<file path="config.mk">
export PLATFORM = sky130hd
export DESIGN_NAME = sgts_front
export DESIGN_NICKNAME = d
export VERILOG_FILES = /design/src/hdl/sgts_pkg.sv /design/src/hdl/sgts_front.sv
export SDC_FILE = /design/constraint.sdc
export NUM_CORES = 1
export LEC_CHECK = 0
export BUFFER_PORTS_ARGS = -buffer_cell sky130_fd_sc_hd__buf_2
export CAP_MARGIN = 5
export CORE_ASPECT_RATIO = 1.2
export CORE_MARGIN = 10
export CORE_UTILIZATION = 49
export DETAILED_ROUTE_END_ITERATION = 8
export GPL_TIMING_DRIVEN = 0
export PLACE_DENSITY = 0.9
export SLEW_MARGIN = 20
export SYNTH_ARGS = -nofsm -noshare
export SYNTH_HDL_FRONTEND = slang
export SYNTH_SLANG_ARGS = --single-unit
</file>
<file path="constraint.sdc">
create_clock -name clk -period 4.55 [get_ports clk]
set_input_delay 0.455 -clock clk [delete_from_list [all_inputs] [get_ports clk]]
set_output_delay 0.455 -clock clk [all_outputs]
set_load 0.1 [all_outputs]
</file>
<file path="src/hdl/sgts_pkg.sv">
`timescale 1ns / 1ps
`default_nettype none
package sgts_pkg;

	localparam int MAX_DIM_X  = 32;
	localparam int MAX_DIM_Y  = 32;
	localparam int MAX_DIM_Z  = 16;
	localparam int CELL_SHIFT = 1;
	localparam int FRAC_BITS  = 16;

	localparam int CELL_BITS  = FRAC_BITS - CELL_SHIFT;
	localparam int STORE_SIZE = (MAX_DIM_X + 1) * (MAX_DIM_Y + 1) * (MAX_DIM_Z + 1);
	localparam int ADDR_W     = $clog2(STORE_SIZE);
	localparam int DIM_W      = 6;
	localparam int EXZ_W      = 10;
	localparam int PROD_W     = 33 + FRAC_BITS + 1;

	localparam logic [33:0] CELL_HALF = (CELL_BITS > 0) ? (34'd1 << (CELL_BITS - 1)) : 34'd0;
	localparam logic [PROD_W-1:0] ROUND_HALF = PROD_W'(1) << (FRAC_BITS - 1);
	localparam logic [ADDR_W-1:0] ADDR_LAST = ADDR_W'(STORE_SIZE - 1);

	typedef enum logic [1:0] {
		ACT_WRITE  = 2'd0,
		ACT_SAMPLE = 2'd1,
		ACT_CLEAR  = 2'd2,
		ACT_NONE   = 2'd3
	} act_t;

	typedef enum logic [1:0] {
		MODE_CENTRED = 2'd0,
		MODE_X       = 2'd1,
		MODE_Y       = 2'd2,
		MODE_Z       = 2'd3
	} face_t;

	typedef enum logic [2:0] {
		REG_FACE_MODE = 3'd0,
		REG_DEFAULT   = 3'd1,
		REG_DIM_X     = 3'd2,
		REG_DIM_Y     = 3'd3,
		REG_DIM_Z     = 3'd4
	} reg_idx_t;

	typedef enum logic [1:0] {
		AX_X = 2'd0,
		AX_Y = 2'd1,
		AX_Z = 2'd2
	} axis_t;

	typedef enum logic [2:0] {
		ST_IDLE,
		ST_WRITE,
		ST_REPLY,
		ST_CLEAR,
		ST_READ,
		ST_MUL,
		ST_ADD
	} back_state_t;

	typedef logic [DIM_W-1:0] dim_t;

	typedef struct packed {
		face_t              mode;
		logic signed [31:0] dval;
		logic [5:0]         dim_x;
		logic [5:0]         dim_y;
		logic [4:0]         dim_z;
	} cfg_t;

	typedef struct packed {
		act_t               kind;
		logic               drop;
		dim_t               ix;
		dim_t               iy;
		dim_t               iz;
		logic [15:0]        fx;
		logic [15:0]        fy;
		logic [15:0]        fz;
		logic signed [31:0] wval;
	} entry_t;

	typedef struct packed {
		logic [2:0] a_i;
		logic [2:0] b_i;
		logic [2:0] dst;
		axis_t      axis;
	} lerp_sel_t;

	function automatic dim_t dim_eff(input cfg_t c, input axis_t a);
		dim_t raw;
		dim_t mx;
		unique case (a)
			AX_X: begin
				raw = c.dim_x;
				mx = DIM_W'(MAX_DIM_X);
			end
			AX_Y: begin
				raw = c.dim_y;
				mx = DIM_W'(MAX_DIM_Y);
			end
			default: begin
				raw = DIM_W'(c.dim_z);
				mx = DIM_W'(MAX_DIM_Z);
			end
		endcase
		if (raw == '0)
			return DIM_W'(1);
		if (raw > mx)
			return mx;
		return raw;
	endfunction

	function automatic logic is_stag(input cfg_t c, input axis_t a);
		return 2'(c.mode) == (2'(a) + 2'd1);
	endfunction

	function automatic dim_t ext_eff(input cfg_t c, input axis_t a);
		return dim_eff(c, a) + DIM_W'(is_stag(c, a));
	endfunction

	function automatic logic [ADDR_W-1:0] cell_addr(input dim_t cx, input dim_t cy,
			input dim_t cz, input dim_t ext_x, input logic [EXZ_W-1:0] exz);
		logic [16:0] s;
		s = 17'(cx) + 17'(cz) * 17'(ext_x) + 17'(cy) * 17'(exz);
		return s[ADDR_W-1:0];
	endfunction

	// blend along y, then x, then z; corner index is {dx, dy, dz}
	function automatic lerp_sel_t lerp_sel(input logic [2:0] step);
		lerp_sel_t r;
		unique case (step)
			3'd0: r = '{a_i: 3'd0, b_i: 3'd2, dst: 3'd0, axis: AX_Y};
			3'd1: r = '{a_i: 3'd4, b_i: 3'd6, dst: 3'd4, axis: AX_Y};
			3'd2: r = '{a_i: 3'd1, b_i: 3'd3, dst: 3'd1, axis: AX_Y};
			3'd3: r = '{a_i: 3'd5, b_i: 3'd7, dst: 3'd5, axis: AX_Y};
			3'd4: r = '{a_i: 3'd0, b_i: 3'd4, dst: 3'd0, axis: AX_X};
			3'd5: r = '{a_i: 3'd1, b_i: 3'd5, dst: 3'd1, axis: AX_X};
			default: r = '{a_i: 3'd0, b_i: 3'd1, dst: 3'd0, axis: AX_Z};
		endcase
		return r;
	endfunction

endpackage
`default_nettype wire

</file>
<file path="src/hdl/sgts_front.sv">
`timescale 1ns / 1ps
`default_nettype none
module sgts_front (
	input  wire logic                clk,
	input  wire logic                arst_n,
	input  wire logic                take,
	input  wire logic [1:0]          action,
	input  wire logic [5:0]          cell_x,
	input  wire logic [5:0]          cell_y,
	input  wire logic [4:0]          cell_z,
	input  wire logic signed [31:0]  write_value,
	input  wire logic signed [31:0]  pos_x,
	input  wire logic signed [31:0]  pos_y,
	input  wire logic signed [31:0]  pos_z,
	input  wire sgts_pkg::cfg_t      cfg,
	output logic                     push,
	output sgts_pkg::entry_t         entry
);

	logic                valid_s1;
	sgts_pkg::act_t      act_s1;
	logic [5:0]          cx_s1;
	logic [5:0]          cy_s1;
	logic [4:0]          cz_s1;
	logic signed [31:0]  wval_s1;
	logic signed [31:0]  px_s1;
	logic signed [31:0]  py_s1;
	logic signed [31:0]  pz_s1;

	sgts_pkg::dim_t      ix, iy, iz;
	logic [15:0]         fx, fy, fz;

	always_ff @(posedge clk or negedge arst_n) begin
		if (!arst_n)
			valid_s1 <= 1'b0;
		else
			valid_s1 <= take;
	end

	always_ff @(posedge clk) begin
		if (take) begin
			act_s1 <= sgts_pkg::act_t'(action);
			cx_s1 <= cell_x;
			cy_s1 <= cell_y;
			cz_s1 <= cell_z;
			wval_s1 <= write_value;
			px_s1 <= pos_x;
			py_s1 <= pos_y;
			pz_s1 <= pos_z;
		end
	end

	function automatic void split(input logic signed [31:0] pos, input sgts_pkg::axis_t a,
			input sgts_pkg::cfg_t c, output sgts_pkg::dim_t idx, output logic [15:0] frac);
		logic signed [33:0] p;
		logic signed [33:0] lim;
		p = 34'(pos) - (sgts_pkg::is_stag(c, a) ? 34'sd0 : $signed(sgts_pkg::CELL_HALF));
		lim = $signed(34'(sgts_pkg::ext_eff(c, a)) << sgts_pkg::CELL_BITS);
		if (p < 0)
			p = '0;
		if (p > lim)
			p = lim;
		idx = sgts_pkg::DIM_W'(p >>> sgts_pkg::CELL_BITS);
		frac = 16'((34'(p) & ((34'd1 << sgts_pkg::CELL_BITS) - 34'd1)) << sgts_pkg::CELL_SHIFT);
	endfunction

	always_comb begin
		split(px_s1, sgts_pkg::AX_X, cfg, ix, fx);
		split(py_s1, sgts_pkg::AX_Y, cfg, iy, fy);
		split(pz_s1, sgts_pkg::AX_Z, cfg, iz, fz);
		push = valid_s1;
		entry.kind = act_s1;
		entry.drop = (act_s1 == sgts_pkg::ACT_WRITE) &&
			((cx_s1 >= sgts_pkg::ext_eff(cfg, sgts_pkg::AX_X)) ||
			 (cy_s1 >= sgts_pkg::ext_eff(cfg, sgts_pkg::AX_Y)) ||
			 (6'(cz_s1) >= sgts_pkg::ext_eff(cfg, sgts_pkg::AX_Z)));
		entry.wval = wval_s1;
		entry.fx = fx;
		entry.fy = fy;
		entry.fz = fz;
		if (act_s1 == sgts_pkg::ACT_WRITE) begin
			entry.ix = cx_s1;
			entry.iy = cy_s1;
			entry.iz = 6'(cz_s1);
		end else begin
			entry.ix = ix;
			entry.iy = iy;
			entry.iz = iz;
		end
	end

endmodule
`default_nettype wire

</file>
==> Flow_metrics.wiki <==
{| class="wikitable"
! Metric !! Value
|-
| Critical path fanouts, max || 7
|-
| Leading area contributor after synthesis || edfxtp_1
|-
| Post-Route Setup TNS || 0 ns
|-
| Classification of the worst setup path || flip-flop to output port
|-
| Initial Util || 0.502
|-
| Max-cap violations || 0
|-
| Overall fraction of global-route tracks in use || 0.228
|-
| Footprint of the flip-flops and latches || approximately 0.0044 mm²
|-
| Gp weighted congestion || ~0.94
|-
| Synth async-reset ratio || 0.00676
|-
| Sequential area share after synthesis || 0.589
|-
| CP required || slightly above 4 ns
|-
| Number of global-route vias before repair || around 6,700
|-
| Slowest stage cell, crit path || or4_4
|-
| Slew @ Worst Pin || approximately 0.87 ns
|-
| Netlist area before placement || 0.00754 mm²
|-
| Number of remaining DRC errors || 0
|-
| Finished Core Util || 0.752
|-
| I/O Buffers || approximately 270
|-
| Count of endpoints failing hold in the final timing report || 0
|-
| Placeable Area || approximately 0.015 mm²
|-
| First-pass GRT wire length || 36.8 mm
|-
| Proportion of layout cells with a drive suffix above 1 || 0.488
|-
| Largest cells by area after synthesis || edfxtp_1 (59%), ha_1 (6.5%), and2_1 (3.7%)
|-
| Die Outline Area || 0.0208 mm²
|-
| Pins Over Slew Limit || 0
|-
| Leak pwr || about 0.0046 µW
|-
| Final Setup Violations || 0
|-
| Unique masters post-synth || 70
|-
| WL final || between 20 and 30 mm
|-
| Synth Register Bits || 148
|-
| Drt pass-1 iters || 5
|-
| Number of rows created at floorplan || 49
|-
| Primary FF master, synth || edfxtp_1
|-
| Number of vias after detailed routing || about 6,500
|-
| Number of H-tree levels || 4
|-
| Average via count per standard cell || between 5 and 6
|-
| Maximum achievable frequency || between 200 and 250 MHz
|-
| Final Net Count || 1,164
|-
| Type of destination of the critical path || output port
|-
| Clock tree sinks || 148
|-
| Clock Tree Root || clkbuf_16
|-
| Maximum buffer depth of the clock tree || 2
|-
| Fill cell count || about 920
|-
| Data arrival time at the worst-slack endpoint || a little over 4 ns
|-
| Outcome || finished clean
|-
| Share of the cycle needed by the critical path after routing || 0.994
|-
| Min-Delay Path Class || primary input to flip-flop
|-
| Area delta synth->final || 49.9%
|-
| Gate count after technology mapping || about 600
|-
| Final routed wire length divided by cell count || around 22 µm
|-
| Number of clock buffers inserted by TritonCTS || 17
|-
| Number of top-level design ports || about 300
|-
| Horizontal extent of the die || 133 µm
|-
| Height of the die || between 150 and 200 µm
|-
| Area share of the largest cell type after synthesis || 0.585
|-
| Number of nets with antenna violations after routing || 0
|-
| Initial antenna violation count || 7
|-
| Clock-pin transition on the worst setup and hold timing paths || roughly 0.07 ns
|-
| Maximum ir drop on the vdd rail || 0.265 mV
|-
| Worst Path Buf+Inv || 4
|-
| Relative max-transition margin || 0.418
|-
| Worst stage delay on the critical path || 0.62 ns
|-
| Overflow left after global routing || 0
|-
| Area of the multi-input gates || 0.00356 mm²
|-
| Violation count after the first detailed-route iteration || roughly 450
|-
| Number of warnings reported in the yosys synthesis log || 0
|-
| Critical path launch point type || flip-flop
|-
| Largest net degree at the start of global routing || 100
|-
| RSZ-0062 raised after global routing || true
|-
| CTS tree || done
|-
| Number of synthesized flops with an enable pin || 147
|-
| Pwr/cell area || 374 mW/mm²
|-
| Post-Synthesis Mean Instance Area || about 12 µm²
|-
| Period minus WS final || 4.52 ns
|-
| Top Family by Delay on Critical Path || simple AND/OR/NAND/NOR gates
|-
| Final HPWL DP || 18.2 mm
|-
| Cells traversed along the worst timing path || or4_4 -> nor4_4 -> a31o_2 -> buf_6 -> nor2_4 -> inv_2 -> ha_2 -> nor2b_1 -> o21a_1 -> o21a_1 -> o21bai_1 -> a21oi_2 -> a21o_4 -> nor2_4 -> buf_6 -> and2_4 -> buf_12
|}
-- cells by family (layout without fill, tap and decap cells) --
| group | count (synthesis) | after routing | share of synthesized area |
|---|---|---|---|
| AND/OR/NAND/NOR | 248 | 248 | 0.191 |
| flip-flops | 148 | 148 | 0.589 |
| AO/OA/AOI/OAI | 94 | 95 | 0.0916 |
| adder cells (fa/ha/maj) | 43 | 43 | 0.0700 |
| buffers and inverters | 41 | 370 | 0.0237 |
| XOR/XNOR | 26 | 26 | 0.0302 |
| multiplexers | 3 | 3 | 0.00415 |
| other | 2 | 10 | 0.000996 |
-- layout by cell type, fill, tap and decap left out, types with 6 or more instances in the layout --
cell type | Yosys | routed
nor2b_1 | 13 | 10
nand3_1 | 10 | 9
and2_1 | 45 | 23
clkbuf_4 | 0 | 9
ha_1 | 39 | 26
diode_2 | 0 | 6
edfxtp_1 | 147 | 147
nand2_1 | 27 | 26
or3_1 | 8 | 7
nor2_1 | 47 | 35
buf_12 | 0 | 31
nor4_1 | 14 | 12
buf_2 | 5 | 205
o211ai_1 | 7 | 7
nand2b_1 | 15 | 15
xor2_1 | 9 | 9
nand4_1 | 8 | 8
buf_4 | 3 | 28
xnor2_1 | 17 | 16
nor2_4 | 0 | 6
buf_6 | 1 | 31
nor2_2 | 1 | 7
o21ai_0 | 11 | 7
a21oi_1 | 14 | 8
a31oi_1 | 8 | 7
nor3_1 | 17 | 12
or4_4 | 2 | 6
and2_4 | 0 | 22
a21o_1 | 7 | 6
clkbuf_16 | 0 | 17
inv_1 | 25 | 24
ha_4 | 0 | 8
-- routing by layer --
| layer | routed length [µm] | GRT usage | part of all wire |
|---|---|---|---|
| met1 | 8710 | 0.233 | 0.34 |
| met2 | 13200 | 0.408 | 0.52 |
| met3 | 2860 | 0.102 | 0.11 |
| met4 | 590 | 0.0773 | 0.023 |
| met5 | 33 | 0 | 0.0013 |
-- power breakdown --
group | internal (µW) | switching (µW)
clock | 725 | 621
sequential | 1620 | 71.1
combinational | 386 | 804
total | 2730 | 1500
-- path summary, 6_finish.rpt --
check,slack [ns],endpoint,cells past startpoint,start
min in group asynchronous,0.33,push,2,arst_n
worst max-delay path,0.03,entry[37],17,pz_s1[17]
max in group asynchronous,4.14,push,2,arst_n
worst min-delay path,0.19,py_s1[9],1,pos_y[9]
-- metrics by stage --
step	instance area, µm²	power (µW)	instances	hold WS, ns	worst slack (ns)
after floorplan	7820	2440	607	0.159	-0.785
final	11300	4230	1147	0.194	0.0292
after CTS	10800	4120	1128	0.186	-0.137
after global routing	11300	4380	1144	0.176	-0.136
after detailed placement	9450	2700	1079	0.234	-0.720
after global placement	9410	2680	1078	0.231	-0.601
-- registers in the layout, summed over array words and instances (netlist names) --
name	cells
cx_s1	6
act_s1	2
cz_s1	5
px_s1	32
py_s1	32
wval_s1	32
pz_s1	32
cy_s1	6
push	1
-- cell usage after synthesis (3+ instances only) --
cell type / instances
edfxtp_1: 147
nor2_1: 47
and2_1: 45
ha_1: 39
nand2_1: 27
inv_1: 25
nor3_1: 17
xnor2_1: 17
nand2b_1: 15
a21oi_1: 14
nor4_1: 14
nor2b_1: 13
o21ai_0: 11
nand3_1: 10
or4_1: 9
xor2_1: 9
a31oi_1: 8
nand4_1: 8
or3_1: 8
a21o_1: 7
clkbuf_1: 7
o211ai_1: 7
a211oi_1: 6
and3_1: 5
buf_2: 5
a221oi_1: 4
a22oi_1: 4
and3b_1: 4
maj3_1: 4
nor4b_1: 4
o21ai_1: 4
or2_2: 4
buf_4: 3
nand3b_1: 3
o21a_1: 3
or4b_2: 3
-- cell type report --
class,instances,share of cell area
inverters,25,0.00830
clock inverters,14,0.0121
flip-flops and latches,148,0.393
diodes,6,0.00133
repair buffers,300,0.201
clock buffers,18,0.0380
well taps,204,0.0226
plain buffers,13,0.00897
multi-input cells,419,0.315
-- repair_timing --
item / 4_1_cts / 5_1_grt
gates cloned: 2 / 1
buffers inserted: 16 / 13
endpoints found under the hold margin: 1 / 0
pin swaps: 17 / 29
resized for setup: 167 / 112
hold buffers: 1 / 0
setup endpoints to repair: 63 / 63
No activity file was read; power rests on OpenSTA's default activity.
