===== src/hdl/sgts_pkg.sv =====
`timescale 1ns / 1ps
`default_nettype none
package sgts_pkg;

	localparam int MAX_DIM_X  = 32;
	localparam int MAX_DIM_Y  = 32;
	localparam int MAX_DIM_Z  = 16;
	localparam int CELL_SHIFT = 1;
	localparam int FRAC_BITS  = 16;

	localparam int CELL_BITS  = FRAC_BITS - CELL_SHIFT;
	localparam int STORE_SIZE = (MAX_DIM_X + 1) * (MAX_DIM_Y + 1) * (MAX_DIM_Z + 1);
	localparam int ADDR_W     = $clog2(STORE_SIZE);
	localparam int DIM_W      = 6;
	localparam int EXZ_W      = 10;
	localparam int PROD_W     = 33 + FRAC_BITS + 1;

	localparam logic [33:0] CELL_HALF = (CELL_BITS > 0) ? (34'd1 << (CELL_BITS - 1)) : 34'd0;
	localparam logic [PROD_W-1:0] ROUND_HALF = PROD_W'(1) << (FRAC_BITS - 1);
	localparam logic [ADDR_W-1:0] ADDR_LAST = ADDR_W'(STORE_SIZE - 1);

	typedef enum logic [1:0] {
		ACT_WRITE  = 2'd0,
		ACT_SAMPLE = 2'd1,
		ACT_CLEAR  = 2'd2,
		ACT_NONE   = 2'd3
	} act_t;

	typedef enum logic [1:0] {
		MODE_CENTRED = 2'd0,
		MODE_X       = 2'd1,
		MODE_Y       = 2'd2,
		MODE_Z       = 2'd3
	} face_t;

	typedef enum logic [2:0] {
		REG_FACE_MODE = 3'd0,
		REG_DEFAULT   = 3'd1,
		REG_DIM_X     = 3'd2,
		REG_DIM_Y     = 3'd3,
		REG_DIM_Z     = 3'd4
	} reg_idx_t;

	typedef enum logic [1:0] {
		AX_X = 2'd0,
		AX_Y = 2'd1,
		AX_Z = 2'd2
	} axis_t;

	typedef enum logic [2:0] {
		ST_IDLE,
		ST_WRITE,
		ST_REPLY,
		ST_CLEAR,
		ST_READ,
		ST_MUL,
		ST_ADD
	} back_state_t;

	typedef logic [DIM_W-1:0] dim_t;

	typedef struct packed {
		face_t              mode;
		logic signed [31:0] dval;
		logic [5:0]         dim_x;
		logic [5:0]         dim_y;
		logic [4:0]         dim_z;
	} cfg_t;

	typedef struct packed {
		act_t               kind;
		logic               drop;
		dim_t               ix;
		dim_t               iy;
		dim_t               iz;
		logic [15:0]        fx;
		logic [15:0]        fy;
		logic [15:0]        fz;
		logic signed [31:0] wval;
	} entry_t;

	typedef struct packed {
		logic [2:0] a_i;
		logic [2:0] b_i;
		logic [2:0] dst;
		axis_t      axis;
	} lerp_sel_t;

	function automatic dim_t dim_eff(input cfg_t c, input axis_t a);
		dim_t raw;
		dim_t mx;
		unique case (a)
			AX_X: begin
				raw = c.dim_x;
				mx = DIM_W'(MAX_DIM_X);
			end
			AX_Y: begin
				raw = c.dim_y;
				mx = DIM_W'(MAX_DIM_Y);
			end
			default: begin
				raw = DIM_W'(c.dim_z);
				mx = DIM_W'(MAX_DIM_Z);
			end
		endcase
		if (raw == '0)
			return DIM_W'(1);
		if (raw > mx)
			return mx;
		return raw;
	endfunction

	function automatic logic is_stag(input cfg_t c, input axis_t a);
		return 2'(c.mode) == (2'(a) + 2'd1);
	endfunction

	function automatic dim_t ext_eff(input cfg_t c, input axis_t a);
		return dim_eff(c, a) + DIM_W'(is_stag(c, a));
	endfunction

	function automatic logic [ADDR_W-1:0] cell_addr(input dim_t cx, input dim_t cy,
			input dim_t cz, input dim_t ext_x, input logic [EXZ_W-1:0] exz);
		logic [16:0] s;
		s = 17'(cx) + 17'(cz) * 17'(ext_x) + 17'(cy) * 17'(exz);
		return s[ADDR_W-1:0];
	endfunction

	// blend along y, then x, then z; corner index is {dx, dy, dz}
	function automatic lerp_sel_t lerp_sel(input logic [2:0] step);
		lerp_sel_t r;
		unique case (step)
			3'd0: r = '{a_i: 3'd0, b_i: 3'd2, dst: 3'd0, axis: AX_Y};
			3'd1: r = '{a_i: 3'd4, b_i: 3'd6, dst: 3'd4, axis: AX_Y};
			3'd2: r = '{a_i: 3'd1, b_i: 3'd3, dst: 3'd1, axis: AX_Y};
			3'd3: r = '{a_i: 3'd5, b_i: 3'd7, dst: 3'd5, axis: AX_Y};
			3'd4: r = '{a_i: 3'd0, b_i: 3'd4, dst: 3'd0, axis: AX_X};
			3'd5: r = '{a_i: 3'd1, b_i: 3'd5, dst: 3'd1, axis: AX_X};
			default: r = '{a_i: 3'd0, b_i: 3'd1, dst: 3'd0, axis: AX_Z};
		endcase
		return r;
	endfunction

endpackage
`default_nettype wire


===== src/hdl/sgts_fifo.sv =====
`timescale 1ns / 1ps
`default_nettype none
module sgts_fifo (
	input  wire logic             clk,
	input  wire logic             arst_n,
	input  wire logic             push,
	input  wire sgts_pkg::entry_t din,
	input  wire logic             pop,
	output sgts_pkg::entry_t      head,
	output logic                  empty
);

	sgts_pkg::entry_t slot_q [2];
	logic             wp_q;
	logic             rp_q;
	logic [1:0]       count_q;

	always_ff @(posedge clk or negedge arst_n) begin
		if (!arst_n) begin
			wp_q <= 1'b0;
			rp_q <= 1'b0;
			count_q <= 2'd0;
		end else begin
			if (push)
				wp_q <= ~wp_q;
			if (pop)
				rp_q <= ~rp_q;
			count_q <= count_q + 2'(push) - 2'(pop);
		end
	end

	always_ff @(posedge clk) begin
		if (push)
			slot_q[wp_q] <= din;
	end

	assign head = slot_q[rp_q];
	assign empty = (count_q == 2'd0);

endmodule
`default_nettype wire


===== config.mk =====
export PLATFORM = sky130hd
export DESIGN_NAME = sgts_fifo
export DESIGN_NICKNAME = d
export VERILOG_FILES = /design/src/hdl/sgts_pkg.sv /design/src/hdl/sgts_fifo.sv
export SDC_FILE = /design/constraint.sdc
export NUM_CORES = 1
export LEC_CHECK = 0
export BUFFER_PORTS_ARGS = -buffer_cell sky130_fd_sc_hd__buf_2
export CAP_MARGIN = 25
export CORE_MARGIN = 2
export CORE_UTILIZATION = 50
export DETAILED_ROUTE_END_ITERATION = 6
export PLACE_DENSITY = 0.8
export SYNTH_ARGS = -nofsm -noshare
export SYNTH_HDL_FRONTEND = slang
export SYNTH_SLANG_ARGS = --single-unit

===== constraint.sdc =====
create_clock -name clk -period 5.91 [get_ports clk]
set_input_delay 1.182 -clock clk [delete_from_list [all_inputs] [get_ports clk]]
set_output_delay 1.182 -clock clk [all_outputs]
set_load 0.03 [all_outputs]

==> results.sh, run 1 <==
export IMPL_p_int_w=0.00338
export IMPL_portBuffers=206
export IMPL_dp_cells=715
export IMPL_grt_max_degree=59
export IMPL_antenna_found_initial=1
export IMPL_fp_dieW_um=129
export IMPL_power_density_nw_per_um2=527
export IMPL_cap_violations=0
export IMPL_drive_gt1_share_pct=60.7
export IMPL_finalCriticalPeriod_ns=3.63
export IMPL_grt_overflow=0
export IMPL_p_seq_share_pct=41.1
export IMPL_run_status="completed"
export IMPL_combPwrFrac_pct=35.3
export IMPL_ys_seq_elements=206
export IMPL_cts_sink_count=206
export IMPL_worstPathMaxFanout=58
export IMPL_hold_class="input port to async pin"
export IMPL_vias=3769
export IMPL_clock_skew_ns=0.00477
export IMPL_syn_inst=328
export IMPL_crit_type="flop to output port"
export IMPL_cts_resized=0
export IMPL_p_sw_share_pct=33.5
export IMPL_grtUsageTotal_pct=15.0
export IMPL_grt_pass1_wl_um=19200
export IMPL_netlist_top_cell_by_area="edfxtp_1"
export IMPL_worstSkewPairLatency_ns=0.47
export IMPL_final_max_slew_violation_count=0
export IMPL_drcViolationCount=0
export IMPL_coreArea_um2=15200
export IMPL_worst_setup_path_end_kind="output port"
export IMPL_firstDrtPassIters=4
export IMPL_dpl_hpwl_um=8740
export IMPL_area_growth_pct=23.5
export IMPL_ys_warn_count=0
export IMPL_start_util_pct=51.3
export IMPL_h_tree_depth=1
export IMPL_grt_pass1_vias=3880
export IMPL_syn_area_per_cell_um2=23.8
export IMPL_startpoint_type="flop"
export IMPL_path_clk_slew_ns=0.06
export IMPL_final_hold_violation_count=0
export IMPL_vdd_drop_max_uv=333
export IMPL_ios=207
export IMPL_p_switching_w=0.00170
export IMPL_antenna_diode_count=0
export IMPL_instances_no_fill=748
export IMPL_cts_hold_buf=0
export IMPL_synthDistinctLibCells=14
export IMPL_yosys_area_top_type_share_pct=77.8
export IMPL_cellLeakagePower_nw=3.88
export IMPL_antenna_left=0
export IMPL_clockPowerShare_pct=23.6
export IMPL_fin_setup_tns_ns=0
export IMPL_wl_per_cell_um=17.5
export IMPL_slew_headroom_pct=48.8
export IMPL_via_per_inst=5.04
export IMPL_cts_root_buf="clkbuf_16"
export IMPL_rsz0062_at_grt="no"
export IMPL_mostFrequentLayoutCell="buf_2"
export IMPL_clk_path_buf_depth=3
export IMPL_wl_um=13100
export IMPL_gp_congestion=0.733
export IMPL_yosys_top_cells_area="edfxtp_1, mux2_4, mux2_2, dfrtp_1, buf_6"
export IMPL_synth_nets=435
export IMPL_final_cell_mix="buf_2, edfxtp_1, mux2_4"
export IMPL_die_h_um=129
export IMPL_ys_seq_area_share_pct=79.0
export IMPL_fmax_ghz=0.275
export IMPL_finalCritPeriodShare_pct=61.4
export IMPL_nNetsFinal=656
export IMPL_drt_iter0_drc=221
export IMPL_fin_util_pct=63.4
export IMPL_finalSetupViolations=0
export IMPL_crit_arrival_ns=2.45
export IMPL_cts_made_buffers=20
export IMPL_die_area_um2=16600
export IMPL_required_ns=4.73
export IMPL_cts_tree="done"
export IMPL_tightest_slew_ns=0.768
export IMPL_cts_setup_buffers=0
export IMPL_core_rowCount=45
export IMPL_syn_area_um2=7800
registers in the layout, summed over array words and instances, names as in the netlist:
name / cells
wp_q: 1
count_q: 2
rp_q: 1
slot_q: 202
area by class of cell:
type | count | area (um2)
Multi-Input combinational cell | 109 | 1530
Clock buffer | 28 | 572
Inverter | 2 | 7.51
Tap cell | 188 | 235
Fill cell | 1053 | 5570
Sequential cell | 206 | 6170
Timing Repair Buffer | 210 | 1070
Clock inverter | 5 | 47.5
critical path, stage by stage (launching register included):
cell and delay, ns:
dfrtp_4 0.90, buf_12 0.45, mux2_2 0.39, buf_2 0.18
stage by stage:
stage | hold slack, ns | area, um2 | setup slack (ns) | power [W]
after global routing | 0.486 | 9640 | 2.16 | 0.00529
after detailed placement | 0.538 | 9020 | 2.75 | 0.00394
after CTS | 0.486 | 9640 | 2.24 | 0.00514
after floorplan | 0.473 | 7800 | 1.65 | 0.00354
final | 0.500 | 9640 | 2.28 | 0.00508
after global placement | 0.529 | 9020 | 2.77 | 0.00389
power by group through the flow:
stage	Combinational [W]	Sequential (W)	Clock [W]
3_3_place_gp	0.00179	0.00210	0
6_report	0.00179	0.00209	0.00120
3_5_place_dp	0.00182	0.00212	0
4_1_cts	0.00182	0.00209	0.00122
5_1_grt	0.00189	0.00212	0.00128
2_1_floorplan	0.00150	0.00204	0
routing by layer:
metal / global-route usage, % / share of wire, % / vias to the layer above
li1: - / - / 1750
met1: 17.9 / 39 / 1827
met2: 25.8 / 50 / 160
met3: 4.91 / 8.2 / 30
met4: 4.86 / 2.4 / 2
met5: 0 / 0.12 / -
logic make-up (layout without fill, tap and decap cells):
family | count (synthesis) | in the layout | synth area share [%]
buffers and inverters | 13 | 245 | 1.48
muxes | 101 | 101 | 18.4
and+or+nand+nor | 3 | 3 | 0.209
DFF | 206 | 206 | 79.0
xor gates and xnor gates | 3 | 3 | 0.529
adders and majority gates | 2 | 2 | 0.321
cells in the mapped netlist (all sizes together):
| library cell | n |
|---|---|
| nor2b | 1 |
| xor2 | 2 |
| xor3 | 1 |
| buf | 11 |
| mux2 | 101 |
| nor2 | 1 |
| edfxtp | 202 |
| ha | 2 |
| dfrtp | 4 |
| and2 | 1 |
| inv | 2 |
final timing paths:
path	startpoint	end	slack [ns]	cells past startpoint
max	rp_q	head[100]	2.28	3
min	arst_n	count_q[0]	0.50	1
max reg2reg	wp_q	slot_q[1][48]	3.78	2
min reg2reg	wp_q	wp_q	0.55	1
max in group asynchronous	arst_n	rp_q	5.27	1
min in group clk	wp_q	wp_q	0.55	1
Power figures use the tool's default switching activity.
==> run 2, diff against run 1 <==
--- a/config.mk
+++ b/config.mk
@@ -5,10 +5,11 @@
 export SDC_FILE = /design/constraint.sdc
 export NUM_CORES = 1
 export LEC_CHECK = 0
+export ABC_AREA = 1
 export BUFFER_PORTS_ARGS = -buffer_cell sky130_fd_sc_hd__buf_2
 export CAP_MARGIN = 25
 export CORE_MARGIN = 2
-export CORE_UTILIZATION = 50
+export CORE_UTILIZATION = 47
 export DETAILED_ROUTE_END_ITERATION = 6
 export PLACE_DENSITY = 0.8
 export SYNTH_ARGS = -nofsm -noshare
==> constraint.sdc (replaced) <==
create_clock -name clk -period 3.15 [get_ports clk]
set_input_delay 0.63 -clock clk [delete_from_list [all_inputs] [get_ports clk]]
set_output_delay 0.63 -clock clk [all_outputs]
set_load 0.03 [all_outputs]
==> run 2 against run 1 <==
  * Non-clock buffer count increased by 3
  * Clock skew increased by 0.0026 ns
  * Highest routed layer is now met4
  * Largest cell class unchanged
  * Setup slack got worse by 1.7 ns
  * Count of clock-buffer cells in the layout unchanged
  * Critical path depth unchanged
==> results.sh, run 2 <==
export IMPL_yosys_top_cells_area="edfxtp_1, o21ai_0, inv_1, nand2_1, dfrtp_1"
export IMPL_cts_root_buf="clkbuf_16"
export IMPL_yosys_area_top_type_share_pct=79.1
export IMPL_mostFrequentLayoutCell="buf_2"
export IMPL_grt_pass1_wl_um=21700
export IMPL_crit_arrival_ns=1.94
export IMPL_fin_area_um2=9540
export IMPL_start_util_pct=48.1
export IMPL_synthDistinctLibCells=14
export IMPL_worstPathMaxFanout=126
export IMPL_syn_inst=551
export IMPL_ys_seq_elements=206
export IMPL_drcViolationCount=0
export IMPL_largest_reg_flops=202
export IMPL_reg2reg_depth=3
export IMPL_min_delay_worst_endpoint="slot_q[1][50]"
export IMPL_area_growth_pct=24.4
export IMPL_pre_cts_slack_ns=1.13
export IMPL_antenna_found_initial=0
export IMPL_syn_area_um2=7670
export IMPL_top_regs="slot_q: 202 flops, count_q: 2 flops"
export IMPL_drt_iter0_drc=270
export IMPL_worstReg2RegStart="wp_q"
export IMPL_finalWorstSetupSlack_ns=0.576
export IMPL_portBuffers=206
export IMPL_antenna_diode_count=0
export IMPL_tightest_slew_ns=0.563
export IMPL_wl_um=14000
export IMPL_finalSetupViolations=0
export IMPL_coreArea_um2=15900
export IMPL_wl_per_cell_um=14.2
export IMPL_startpoint_type="flop"
export IMPL_cap_violations=0
export IMPL_rr_endpoint="slot_q[1][40]"
export IMPL_clock_skew_ns=0.00742
export IMPL_finalCritPeriodShare_pct=81.7
export IMPL_yosys_cell_count_top_type="edfxtp_1"
export IMPL_netlist_top_cell_by_area="edfxtp_1"
export IMPL_path_clk_slew_ns=0.06
export IMPL_firstDrtPassIters=4
export IMPL_ys_warn_count=0
export IMPL_fillers=1284
export IMPL_die_h_um=132
export IMPL_r2r_slack_ns=1.51
export IMPL_ys_seq_area_share_pct=80.4
export IMPL_final_hold_violation_count=0
export IMPL_crit_type="flop to output port"
export IMPL_grtUsageTotal_pct=15.6
export IMPL_antenna_left=0
export IMPL_synth_edff_count=202
export IMPL_holdCritStartpoint="din[50]"
export IMPL_register_area_um2=6170
export IMPL_run_status="completed"
export IMPL_final_max_slew_violation_count=0
export IMPL_synth_nets=658
export IMPL_dpl_hpwl_um=9130
export IMPL_worst_setup_path_end_kind="output port"
export IMPL_cts_made_buffers=21
export IMPL_core_rowCount=46
export IMPL_grt_max_degree=127
export IMPL_grt_pass1_vias=4401
export IMPL_via_per_inst=4.59
export IMPL_cellLeakagePower_nw=4.08
export IMPL_worstSkewPairLatency_ns=0.48
export IMPL_die_area_um2=17400
export IMPL_syn_area_per_cell_um2=13.9
export IMPL_yosys_top_cells_count="edfxtp_1, inv_1, nand2_1"
export IMPL_nNetsFinal=872
export IMPL_synth_main_ff_cell="edfxtp_1"
export IMPL_multiInputGateArea_um2=970
export IMPL_finalCriticalPeriod_ns=2.57
export IMPL_hold_class="input port to flop"
export IMPL_drive_gt1_share_pct=30.7
export IMPL_clk_path_buf_depth=3
export IMPL_place_area_um2=8960
export IMPL_vias=4530
export IMPL_worstHoldPathCells=1
export IMPL_top_register="slot_q"
export IMPL_cts_tree="done"
export IMPL_slew_headroom_pct=62.4
export IMPL_cts_setup_buffers=0
export IMPL_fp_dieW_um=132
export IMPL_h_tree_depth=1
export IMPL_final_cell_mix="buf_2, edfxtp_1, inv_1, nand2_1, o21ai_0"
export IMPL_gp_congestion=0.710
export IMPL_grt_overflow=0
export IMPL_fin_setup_tns_ns=0
export IMPL_async_flop_share_pct=1.94
export IMPL_power_density_nw_per_um2=982
export IMPL_required_ns=2.52
export IMPL_rsz0062_at_grt="no"
export IMPL_vdd_drop_max_uv=677
export IMPL_cts_sink_count=206
export IMPL_fmax_ghz=0.388
export IMPL_ios=207
-- run 2: repair_timing --
action	4_1_cts	5_1_grt
hold buffers	1	0
endpoints found under the hold margin	4	0
resized for setup	0	0
-- run 2: critical path: stages (launching register included) --
cell and delay (ns):
dfrtp_4 0.50, buf_12 0.21, o21ai_0 0.39, buf_2 0.27
-- run 2: final cells by class --
cell class / instances / share of cell area, %
Clock buffer: 28 / 5.89
Multi-Input combinational cell: 215 / 10.2
Clock inverter: 2 / 0.0787
Tap cell: 216 / 2.83
Sequential cell: 206 / 64.7
Timing Repair Buffer: 213 / 12.0
Inverter: 108 / 4.28
-- run 2: report_power, final --
part | total [W] | switching [W] | internal [W]
combinational | 0.00346 | 0.00261 | 0.000852
sequential | 0.00377 | 0.000132 | 0.00364
clock | 0.00213 | 0.000900 | 0.00123
total | 0.00936 | 0.00364 | 0.00572
-- run 2: worst max-delay path by stage --
stage,end,cells past startpoint,startpoint
2_1_floorplan,slot_q[1][0],2,push
4_1_cts,head[3],3,rp_q
3_3_place_gp,head[3],3,rp_q
3_5_place_dp,slot_q[1][42],4,push
5_1_grt,head[3],3,rp_q
6_report,head[3],3,rp_q
-- run 2: metal layers --
layer  up-vias  routed length, um  GRT usage, %
li1       2280                  -             -
met1      2088               5790          18.9
met2       139               7140          27.8
met3        23                840          4.36
met4         0                280          3.62
met5         -                  0             0
-- run 2: logic make-up after synthesis --
kind of cell / share of synthesized area (%)
flops: 80.4
buf+inv: 7.03
simple gates: 5.40
compound gates: 6.59
xor+xnor: 0.229
fa+ha+maj: 0.326
-- run 2: stage by stage --
| step | instances | util (%) | hold slack (ns) | total power [W] |
|---|---|---|---|---|
| floorplan | 551 | - | 0.334 | 0.00630 |
| global placement | 957 | 56.2 | 0.443 | 0.00725 |
| detailed placement | 957 | 56.2 | 0.444 | 0.00733 |
| CTS | 988 | 59.8 | 0.314 | 0.00947 |
| global route | 988 | 59.8 | 0.318 | 0.00984 |
| finish | 988 | 59.8 | 0.339 | 0.00936 |
